File: src/design/sbe_pkg.sv
package sbe_pkg;

  localparam int StackDepthDefault   = 1024;
  localparam int VarSlotsDefault     = 128;
  localparam int ProgramDepthDefault = 4096;

  localparam int CmdW     = 5;
  localparam int OperandW = 12;
  localparam int DataW    = 32;
  localparam int FaultW   = 3;
  localparam int VarCodeW = 7;

  typedef enum logic [CmdW-1:0] {
    OP_CONST  = 5'd0,
    OP_ADD    = 5'd1,
    OP_SUB    = 5'd2,
    OP_MUL    = 5'd3,
    OP_DIV    = 5'd4,
    OP_EQ     = 5'd5,
    OP_NE     = 5'd6,
    OP_LT     = 5'd7,
    OP_LE     = 5'd8,
    OP_GT     = 5'd9,
    OP_GE     = 5'd10,
    OP_LOAD   = 5'd11,
    OP_SET    = 5'd12,
    OP_DEFINE = 5'd13,
    OP_PRINT  = 5'd14,
    OP_JFALSE = 5'd15,
    OP_JUMP   = 5'd16,
    OP_HALT   = 5'd17
  } opcode_t;

  localparam logic [FaultW-1:0] FAULT_NONE   = 3'd0;
  localparam logic [FaultW-1:0] FAULT_UNDER  = 3'd1;
  localparam logic [FaultW-1:0] FAULT_OVER   = 3'd2;
  localparam logic [FaultW-1:0] FAULT_DIV0   = 3'd3;
  localparam logic [FaultW-1:0] FAULT_OPCODE = 3'd4;
  localparam logic [FaultW-1:0] FAULT_UNDEF  = 3'd5;

  // Commands from the controller to the datapath.
  typedef struct packed {
    logic latch_in;    // capture the request fields
    logic rd_top;      // read the top two stack entries and the variable slot
    logic execute;     // decide and commit the instruction
    logic div_start;   // start the divider
  } sbe_cmd_t;

  // Status from the datapath to the controller.
  typedef struct packed {
    logic need_div;    // latched instruction is a legal division
    logic div_busy;
    logic div_done;
  } sbe_stat_t;

endpackage

File: src/design/sbe_ctrl.sv
module sbe_ctrl (
  input  logic               clk,
  input  logic               rst,
  input  logic               in_valid,
  output logic               in_ready,
  output logic               out_valid,
  input  logic               out_ready,
  output sbe_pkg::sbe_cmd_t  ctl,
  input  sbe_pkg::sbe_stat_t stat
);

  typedef enum logic [2:0] {S_IDLE, S_READ, S_DIV, S_DWAIT, S_EXEC} state_t;

  state_t state;
  logic   out_free;

  assign out_free = !out_valid || out_ready;
  assign in_ready = (state == S_IDLE);

  always_comb begin
    ctl = '0;
    ctl.latch_in  = in_valid && in_ready;
    ctl.rd_top    = (state == S_READ);
    ctl.div_start = (state == S_DIV);
    ctl.execute   = (state == S_EXEC) && out_free;
  end

  always_ff @(posedge clk) begin
    if (rst) begin
      state     <= S_IDLE;
      out_valid <= 1'b0;
    end else begin
      if (state == S_EXEC && out_free) out_valid <= 1'b1;
      else if (out_ready) out_valid <= 1'b0;
      unique case (state)
        S_IDLE: if (in_valid) state <= S_READ;
        S_READ: state <= S_DIV;
        S_DIV: begin
          if (stat.need_div) state <= S_DWAIT;
          else state <= S_EXEC;
        end
        S_DWAIT: if (stat.div_done) state <= S_EXEC;
        S_EXEC: begin
          if (out_free) state <= S_IDLE;
        end
        default: state <= S_IDLE;
      endcase
    end
  end

endmodule

File: config.mk
export PLATFORM = sky130hd
export DESIGN_NAME = sbe_ctrl
export DESIGN_NICKNAME = d
export VERILOG_FILES = /design/src/design/sbe_pkg.sv /design/src/design/sbe_ctrl.sv
export SDC_FILE = /design/constraint.sdc
export NUM_CORES = 1
export LEC_CHECK = 0
export BUFFER_PORTS_ARGS = -buffer_cell sky130_fd_sc_hd__buf_2
export CAP_MARGIN = 20
export CELL_PAD_IN_SITES_DETAIL_PLACEMENT = 1
export CELL_PAD_IN_SITES_GLOBAL_PLACEMENT = 1
export CORE_AREA = 5 5 42 44
export DETAILED_ROUTE_END_ITERATION = 16
export DIE_AREA = 0 0 47 49
export PLACE_DENSITY = 0.69
export SYNTH_ARGS = -nofsm -noshare
export SYNTH_HDL_FRONTEND = slang
export SYNTH_SLANG_ARGS = --single-unit
File: constraint.sdc
create_clock -name clk -period 2.35 [get_ports clk]
set_input_delay 0.3525 -clock clk [delete_from_list [all_inputs] [get_ports clk]]
set_output_delay 0.3525 -clock clk [all_outputs]
set_load 0.03 [all_outputs]
==> impl_metrics.csv, run 1 <==
group,metric,value,unit
synthesis,synth_top_cells_by_area,"dfxtp_1 (25%), a311oi_2 (9.3%), buf_6 (7.0%)",
worst_hold_path,hold_end,"out_valid",
cts,clk_pin_slew_worst_paths,0.04,ns
sta,hold_viol,0,
place,dp.cells,59,
outcome,outcome,"complete, no violations",
detailed_routing,antenna_left,0,
cts,cts_max_path_buffers,2,
synthesis,yosysTopAreaCellShare,24.9,%
worst_hold_path,worstHoldStart,"rst",
floorplan,rows,14,
synthesis,yosys_warnings,0,
worst_setup_path,regToRegEndpoint,"state[1]",
pwr,vdd_ir_drop_max,0.000260,V
synthesis,synth.distinct_cells,24,
detailed_routing,drt-met1-wl,360,um
place,portBuffers,11,
detailed_routing,met3_length,45,um
detailed_routing,routed_wl,768,um
sta,tightest_slew,0.465,ns
place,hpwl,584,um
final_layout,layout_common_cells,"buf_2 (11), dfxtp_1 (4), nor2b_1 (3), nor2_1 (3), clkbuf_4 (3)",
detailed_routing,wl_met2,362,um
detailed_routing,drcViolationCount,0,
floorplan,die_y,49,um
place,place_area,367,sq um
worst_hold_path,hold_class,"in -> reg",
floorplan,die_width,47,um
sta,rsz0062_at_grt,"false",
synthesis,syn_nets,42,
worst_setup_path,crit_required,2.00,ns
sta,fin_tns_setup,0,ns
worst_setup_path,rrSetupSlack,0.93,ns
floorplan,initial_utilization,22.9,%
synthesis,postSynthCellCount,35,
cts,cts_hold_buf,0,
sta,final.min_clock_period,1.61,ns
worst_hold_path,whs_path_depth,2,
final_layout,drive_gt1_share,45.7,%
cts,htreeDepth,1,
global_route,grt_pass1_vias,342,
final_layout,seq_area,80.1,sq um
cts,cts_tree,"done",
global_route,grt_pass1_wl,1370,um
worst_setup_path,cp-start-kind,"flop",
synthesis,muxShareOfSynthArea,0,%
sta,slew_violations,0,
floorplan,num_io_pins,13,
worst_setup_path,r2r_start,"state[2]",
flow_run,max-cap-violations,0,
pwr,p_per_area,874,nW/um^2
synthesis,synth-compound-area-share,24.9,%
final_layout,final_util,27.8,%
synthesis,netlist_area,322,sq um
final_layout,multiInputGateArea,208,sq um
worst_setup_path,worstRegToRegCells,3,
global_route,grt_usage,8.23,%
global_route,grt_max_degree,14,
synthesis,synth_top_family_by_area,"simple AND/OR/NAND/NOR gates",
pwr,p_leak,0.163,nW
sta,setup_viol,0,
final_layout,design_area,389,sq um
cts,clock_sinks,4,
detailed_routing,drt-vias-per-instance,4.71,
synthesis,yosysTopAreaCell,"dfxtp_1",
synthesis,seq_area_frac_synth,24.9,%
synthesis,synth.ff_latch_count,4,
cts,cts_resized,0,
final_layout,syn_to_final_growth,21.0,%
floorplan,coreArea,1400,sq um
synthesis,yosys.area_share.simple,39.7,%
final_layout,stdcell_count,62,
final_layout,final_common_cell,"buf_2",
worst_setup_path,crit_path_end_kind,"primary output",
synthesis,syn_avg_cell_area,9.19,sq um
detailed_routing,drt-initial-drc-count,5,
sta,period_share,68.7,%
cts,insertion_delay,0.23,ns
sta,slew_headroom,68.9,%
sta,skew,0.000521,ns
worst_setup_path,crit_path_start,"state[0]",
final_layout,n_antenna_cell,0,
cts,post-cts-setup-buffers,0,
floorplan,dieArea,2300,sq um
global_route,antenna_found_initial,0,
place,place.gp.congestion,0.702,
sta,fmax,0.619,GHz
synthesis,synthAdderAreaFrac,0,%
detailed_routing,wl_per_cell,12.4,um
detailed_routing,dr.pass1.iters,4,
final_layout,fillers,195,
global_route,grt_overflow,0,
final_layout,fin_nets,55,
worst_setup_path,critPathKind,"reg -> out",
detailed_routing,top_layer_used,"met3",
cts,ctsRootBufferMaster,"clkbuf_4",
cts,cts_made_buffers,3,
synthesis,synth_xor_area_share,0,%
detailed_routing,vias,292,
sta,hold_ws,0.359,ns
worst_setup_path,critPathArrivalTime,1.26,ns
worst_setup_path,cp_max_fo,10,
state kept, by name, indices dropped and copies added, names as in the netlist:
signal	cells
out_valid	1
state	3
power breakdown:
part	internal, mW	switching, mW
logic	0.0609	0.0918
clock network	0.0569	0.0251
registers	0.0787	0.0267
per-stage QoR:
stage	total power [mW]	setup slack (ns)
4_1_cts	0.349	0.709
6_report	0.340	0.735
3_3_place_gp	0.257	0.985
5_1_grt	0.370	0.579
3_5_place_dp	0.261	0.909
2_1_floorplan	0.237	0.385
cell usage after synthesis:
master     count
nor3b_2        1
and4bb_1       1
a21o_1         1
a21oi_1        1
buf_6          2
and2_1         1
buf_4          1
inv_1          1
nand2_1        1
nor2_1         3
a311oi_2       2
nor2b_1        3
nand2b_1       2
dfxtp_1        4
a21oi_2        1
nand3b_1       1
nor2_2         1
nor3b_1        1
a32oi_1        1
nand2b_4       1
nor3_1         2
a2111oi_2      1
nand3_1        1
o21ai_0        1
area by class of cell:
| cell class | count | area share (%) |
|---|---|---|
| timing repair buffer | 11 | 14.1 |
| multi-input combinational | 27 | 53.4 |
| clock buffer | 3 | 5.79 |
| tap | 16 | 5.14 |
| inverter | 1 | 0.965 |
| sequential | 4 | 20.6 |
per-layer routing:
layer / GRT usage [%] / up-vias
met2: 12.2 / 10
met5: 0 / -
met3: 1.48 / 0
li1: - / 147
met4: 5.53 / 0
met1: 10.3 / 135
kinds of logic after synthesis:
group / count (synthesis)
AND/OR/NAND/NOR: 19
AO/OA/AOI/OAI: 8
flip-flops: 4
buffers and inverters: 4
worst max-delay path by stage:
stage | cells past startpoint | endpoint
after floorplan | 3 | ctl[3]
after global placement | 3 | state[0]
after detailed placement | 3 | state[1]
after CTS | 3 | ctl[3]
after global routing | 3 | ctl[3]
final | 4 | ctl[1]
critical path, stage by stage, from the launching register on:
cell and delay (ns):
dfxtp_1 0.40, nor2_2 0.22, nand2_1 0.10, nor2_1 0.11, buf_2 0.20
(Power assumes the default switching activity.)
==> run 2: changes to the inputs <==
ABC_AREA = 1   (was default)
PLACE_DENSITY = 0.68   (was 0.69)
clock period = 1.5 ns   (was 2.35 ns; I/O delays follow)
==> run 2 against run 1 <==
Against the previous run:
- first-iteration DRC count decreased by 100%
- count of clock-buffer cells in the layout unchanged
- routed wire length decreased by 15%
- clock skew about the same
- area after synthesis decreased by 18%
- hold slack lost 0.16 ns
- largest power group unchanged
- highest routed layer is now met4
- largest cell class unchanged
==> impl_metrics.csv, run 2 <==
group,metric,value,unit
final_layout,design_area,362,sq um
final_layout,n_antenna_cell,0,
synthesis,async_flop_share,0,%
global_route,antenna_found_initial,0,
synthesis,synth_xor_area_share,0,%
cts,cts_made_buffers,3,
synthesis,netlist_area,264,sq um
cts,post-cts-setup-buffers,0,
cts,clock_sinks,4,
pwr,combPwrFrac,54.9,%
cts,cts_resized,0,
global_route,grt_pass1_wl,1130,um
worst_setup_path,path_cells,"nor2_2 > nand2_1 > nor2_1 > buf_2",
floorplan,dieArea,2300,sq um
global_route,grt_max_degree,8,
pwr,vdd_ir_drop_max,0.000477,V
detailed_routing,routed_wl,656,um
synthesis,synth_commonest_cells,"nand2_1 (8), nor2_1 (8), inv_1 (6)",
sta,hold_ws,0.199,ns
global_route,grt_pass1_vias,284,
final_layout,fillers,196,
cts,cts_tree,"done",
worst_setup_path,worstRegToRegCells,5,
synthesis,yosysTopAreaCellShare,30.3,%
pwr,p_clk_share,19.4,%
sta,fmax,0.722,GHz
final_layout,largest_register_ffs,3,
sta,setup_viol,0,
floorplan,coreArea,1400,sq um
floorplan,initial_utilization,18.8,%
detailed_routing,wl_per_cell,8.99,um
worst_setup_path,endpoint,"ctl[3]",
sta,skew,0.000679,ns
synthesis,syn_nets,50,
final_layout,final_util,25.8,%
worst_setup_path,regToRegEndpoint,"state[0]",
worst_setup_path,critPathSlowestCell,"dfxtp_1",
worst_setup_path,crit_cells,4,
floorplan,num_io_pins,13,
worst_setup_path,crit_path_start,"state[0]",
detailed_routing,drt-initial-drc-count,0,
synthesis,synth_top_family_by_area,"simple AND/OR/NAND/NOR gates",
cts,htreeDepth,1,
sta,period_share,92.3,%
synthesis,synth-edff-count,0,
final_layout,fin_nets,66,
detailed_routing,antenna_left,0,
worst_setup_path,crit_buf_inv,1,
synthesis,syn_avg_cell_area,6.14,sq um
worst_setup_path,slowest_delay,0.32,ns
sta,final.min_clock_period,1.38,ns
pwr,swShare,49.0,%
sta,tightest_slew,0.289,ns
sta,slew_violations,0,
pwr,p_leak,0.213,nW
synthesis,synth_flop_cell,"dfxtp_1",
pwr,p_per_area,1820,nW/um^2
flow_run,max-cap-violations,0,
synthesis,yosys_warnings,0,
synthesis,yosysTopAreaCell,"dfxtp_1",
cts,cts_max_path_buffers,2,
worst_setup_path,critPathTopFamily,"simple AND/OR/NAND/NOR gates",
final_layout,largest_register,"state",
detailed_routing,vias,304,
place,dp_slack,0.341,ns
worst_hold_path,worstHoldStart,"rst",
synthesis,synth-compound-area-share,0,%
worst_setup_path,r2r_start,"state[2]",
synthesis,seq_area_frac_synth,30.3,%
pwr,p_switching,323,uW
outcome,outcome,"complete, no violations",
sta,setup_ws,0.116,ns
worst_setup_path,cp_max_fo,4,
final_layout,drive_gt1_share,42.1,%
sta,slew_headroom,80.7,%
synthesis,yosys.area_share.simple,56.9,%
pwr,seqPwrFrac,25.7,%
place,place.gp.congestion,0.639,
worst_setup_path,cp-start-kind,"flop",
floorplan,rows,14,
synthesis,synth.distinct_cells,13,
cts,clk_pin_slew_worst_paths,0.03,ns
worst_setup_path,crit_required,1.27,ns
worst_setup_path,critPathKind,"reg -> out",
synthesis,synthAdderAreaFrac,0,%
cts,ctsRootBufferMaster,"clkbuf_4",
worst_setup_path,rrSetupSlack,0.50,ns
pwr,p_int,336,uW
final_layout,reg.largest.list,"state: 3 flops, out_valid: 1 flops",
cts,cts_hold_buf,0,
final_layout,layout_common_cells,"buf_2 (11), nand2_1 (8), nor2_1 (8)",
detailed_routing,dr.pass1.iters,1,
worst_setup_path,crit_path_end_kind,"primary output",
synthesis,muxShareOfSynthArea,0,%
sta,hold_viol,0,
sta,fin_tns_setup,0,ns
global_route,grt_usage,7.32,%
detailed_routing,drt-vias-per-instance,4.16,
final_layout,final_common_cell,"buf_2",
synthesis,synth_top_cells_by_area,"dfxtp_1 (30%), nand2_1 (11%), nor2_1 (11%)",
worst_setup_path,critPathArrivalTime,1.16,ns
detailed_routing,drcViolationCount,0,
floorplan,die_width,47,um
synthesis,synth.ff_latch_count,4,
floorplan,die_y,49,um
cts,insertion_delay,0.23,ns
sta,rsz0062_at_grt,"false",
global_route,grt_overflow,0,
worst_hold_path,hold_class,"in -> reg",
place,place_area,339,sq um
place,hpwl,549,um
final_layout,syn_to_final_growth,37.0,%
synthesis,postSynthCellCount,43,
place,portBuffers,11,
## run 2: per-layer routing
layer  vias to the layer above  GRT usage, %  part of all wire [%]
li1                        158             -                     -
met1                       139          6.80                    37
met2                         5          10.4                    54
met3                         2          3.32                   6.7
met4                         0          8.29                   1.8
met5                         -             0                     0
## run 2: final cells by class
type | instances | area [sq um] | share of cell area [%]
multi-input cells | 30 | 150 | 41.5
flip-flops and latches | 4 | 80.1 | 22.1
repair buffers | 11 | 55.1 | 15.2
inverters | 9 | 33.8 | 9.34
clock buffers | 3 | 22.5 | 6.23
well taps | 16 | 20.0 | 5.54
## run 2: power by group through the flow
stage	combinational (mW)	clock, mW	sequential, mW
after floorplan	0.272	0	0.173
after global routing	0.401	0.147	0.176
final	0.362	0.128	0.169
after detailed placement	0.367	0	0.172
after global placement	0.362	0	0.171
after CTS	0.370	0.137	0.170
## run 2: kinds of logic after synthesis
group	Yosys count
and+or+nand+nor	30
buffers and inverters	9
DFF	4
## run 2: worst min-delay path by stage
stage          slack [ns]  cells past startpoint   endpoint
3_3_place_gp         0.42                      2  out_valid
2_1_floorplan        0.30                      1  out_valid
4_1_cts              0.19                      2  out_valid
6_report             0.20                      2  out_valid
3_5_place_dp         0.43                      2  out_valid
5_1_grt              0.19                      2  out_valid
## run 2: per-stage QoR
step	power [mW]	std cells
2_1_floorplan	0.446	43
3_3_place_gp	0.533	70
3_5_place_dp	0.539	70
4_1_cts	0.677	73
5_1_grt	0.723	73
6_report	0.659	73
==> run 3: changes to the inputs <==
CELL_PAD_IN_SITES_DETAIL_PLACEMENT = 0   (was 1)
CELL_PAD_IN_SITES_GLOBAL_PLACEMENT = 2   (was 1)
CORE_AREA = default   (was 5 5 42 44)
CORE_MARGIN = 5   (was default)
CORE_UTILIZATION = 19   (was default)
DIE_AREA = default   (was 0 0 47 49)
PLACE_DENSITY = 0.81   (was 0.68)
==> run 3 against run 2 <==
Against the previous run:
- routed wire length is 7.5% lower
- total power grew 1.7%
- core utilization grew 2.3 points
- sequential share of layout area down 0.23 points
- first-iteration DRC count unchanged
- die area fell by 3.0%
==> impl_metrics.csv, run 3 (synthesis gave the netlist of run 2 again) <==
group,metric,value,unit
final_layout,final_util,28.1,%
pwr,p_per_area,1840,nW/um^2
worst_setup_path,crit_required,1.27,ns
sta,rsz0062_at_grt,"false",
worst_setup_path,slowest_delay,0.49,ns
sta,setup_viol,0,
place,hpwl,507,um
cts,cts_made_buffers,3,
final_layout,fin_nets,66,
final_layout,layout_common_cells,"buf_2 (11), nand2_1 (8), nor2_1 (8)",
final_layout,fillers,172,
global_route,grt_max_degree,8,
worst_setup_path,crit_path_end_kind,"primary output",
sta,fin_tns_setup,0,ns
worst_setup_path,critPathSlowestCell,"dfxtp_1",
final_layout,largest_register_ffs,3,
sta,fmax,0.738,GHz
sta,slew_headroom,79.7,%
detailed_routing,antenna_left,0,
worst_setup_path,cp-start-kind,"flop",
worst_setup_path,path_cells,"nand2_1 > nor2_2 > buf_2",
worst_setup_path,crit_buf_inv,1,
outcome,outcome,"complete, no violations",
cts,post-cts-setup-buffers,0,
sta,final.min_clock_period,1.35,ns
sta,tightest_slew,0.304,ns
detailed_routing,drt-initial-drc-count,0,
cts,clk_pin_slew_worst_paths,0.04,ns
detailed_routing,vias,290,
final_layout,largest_register,"state",
place,portBuffers,11,
final_layout,syn_to_final_growth,38.4,%
flow_run,max-cap-violations,0,
detailed_routing,dr.pass1.iters,1,
cts,clock_sinks,4,
global_route,grt_pass1_wl,979,um
final_layout,multiInputGateArea,155,sq um
global_route,grt_overflow,0,
global_route,grt_pass1_vias,267,
final_layout,seq_area,80.1,sq um
final_layout,final_common_cell,"buf_2",
sta,period_share,90.3,%
sta,skew,0.000167,ns
worst_setup_path,critPathTopFamily,"flip-flops",
floorplan,num_io_pins,13,
pwr,vdd_ir_drop_max,0.000615,V
floorplan,rows,13,
global_route,antenna_found_initial,0,
cts,htreeDepth,1,
detailed_routing,routed_wl,607,um
floorplan,initial_utilization,20.3,%
floorplan,die_width,47.3,um
floorplan,coreArea,1300,sq um
sta,slew_violations,0,
pwr,p_leak,0.214,nW
place,place.gp.congestion,0.722,
cts,cts_max_path_buffers,2,
cts,cts_tree,"done",
cts,insertion_delay,0.23,ns
final_layout,drive_gt1_share,42.1,%
worst_setup_path,critPathArrivalTime,1.13,ns
sta,hold_viol,0,
floorplan,die_y,47.3,um
final_layout,n_antenna_cell,0,
final_layout,reg.largest.list,"state: 3 flops, out_valid: 1 flops",
worst_setup_path,rrSetupSlack,0.49,ns
worst_setup_path,cp_max_fo,7,
cts,ctsRootBufferMaster,"clkbuf_4",
floorplan,dieArea,2230,sq um
detailed_routing,drt-vias-per-instance,4.03,
detailed_routing,drcViolationCount,0,
global_route,grt_usage,6.30,%
detailed_routing,wl_per_cell,8.43,um
worst_setup_path,critPathKind,"reg -> out",
worst_hold_path,hold_class,"in -> reg",
run 3: cell counts in the layout (fill, tap and decap cells not counted):
No cell type changed its count.
run 3: power breakdown:
part | leakage [nW] | internal [mW] | switching [mW]
Sequential | 0.0329 | 0.135 | 0.0423
Clock | 0.0138 | 0.0895 | 0.0431
Combinational | 0.168 | 0.117 | 0.244
Total | 0.214 | 0.342 | 0.329
run 3: area by class of cell:
class,instances,area share [%]
Clock buffer,3,6.16
Inverter,9,9.25
Multi-Input combinational cell,30,42.5
Sequential cell,4,21.9
Tap cell,15,5.14
Timing Repair Buffer,11,15.1
run 3: worst register-to-register path: stages (launching register included):
cell and delay (ns):
dfxtp_1 0.49, nor2_1 0.11, nand3_1 0.11, nand2_1 0.06
nor2_1 0.11, nor2_1 0.04
run 3: final timing paths:
kind,start,to,cells past startpoint
max reg2reg,state[2],state[0],5
max,state[2],ctl[1],3
min,rst,out_valid,2
min reg2reg,out_valid,out_valid,4
run 3: per-stage QoR:
stage                     instance area, sq um  power (mW)  hold WS (ns)  cells  worst slack, ns
after CTS                                  360       0.674         0.180     72           0.0978
final                                      365       0.671         0.185     72            0.146
after global placement                     338       0.535         0.424     69            0.362
after floorplan                            264       0.446         0.297     43            0.202
after detailed placement                   338       0.536         0.428     69            0.356
after global routing                       365       0.730         0.196     72           0.0535
run 3: timing repair:
action / in CTS / in global routing
resized for setup: 0 / 1
hold buffers: 0 / 0
endpoints found under the setup margin: 0 / 1
run 3: per-layer routing:
layer / global-route usage, % / part of all wire, % / vias up
li1: - / - / 160
met1: 6.97 / 47 / 125
met2: 10.4 / 47 / 5
met3: 1.15 / 5.9 / 0
met4: 4.97 / 0 / 0
met5: 0 / 0 / -
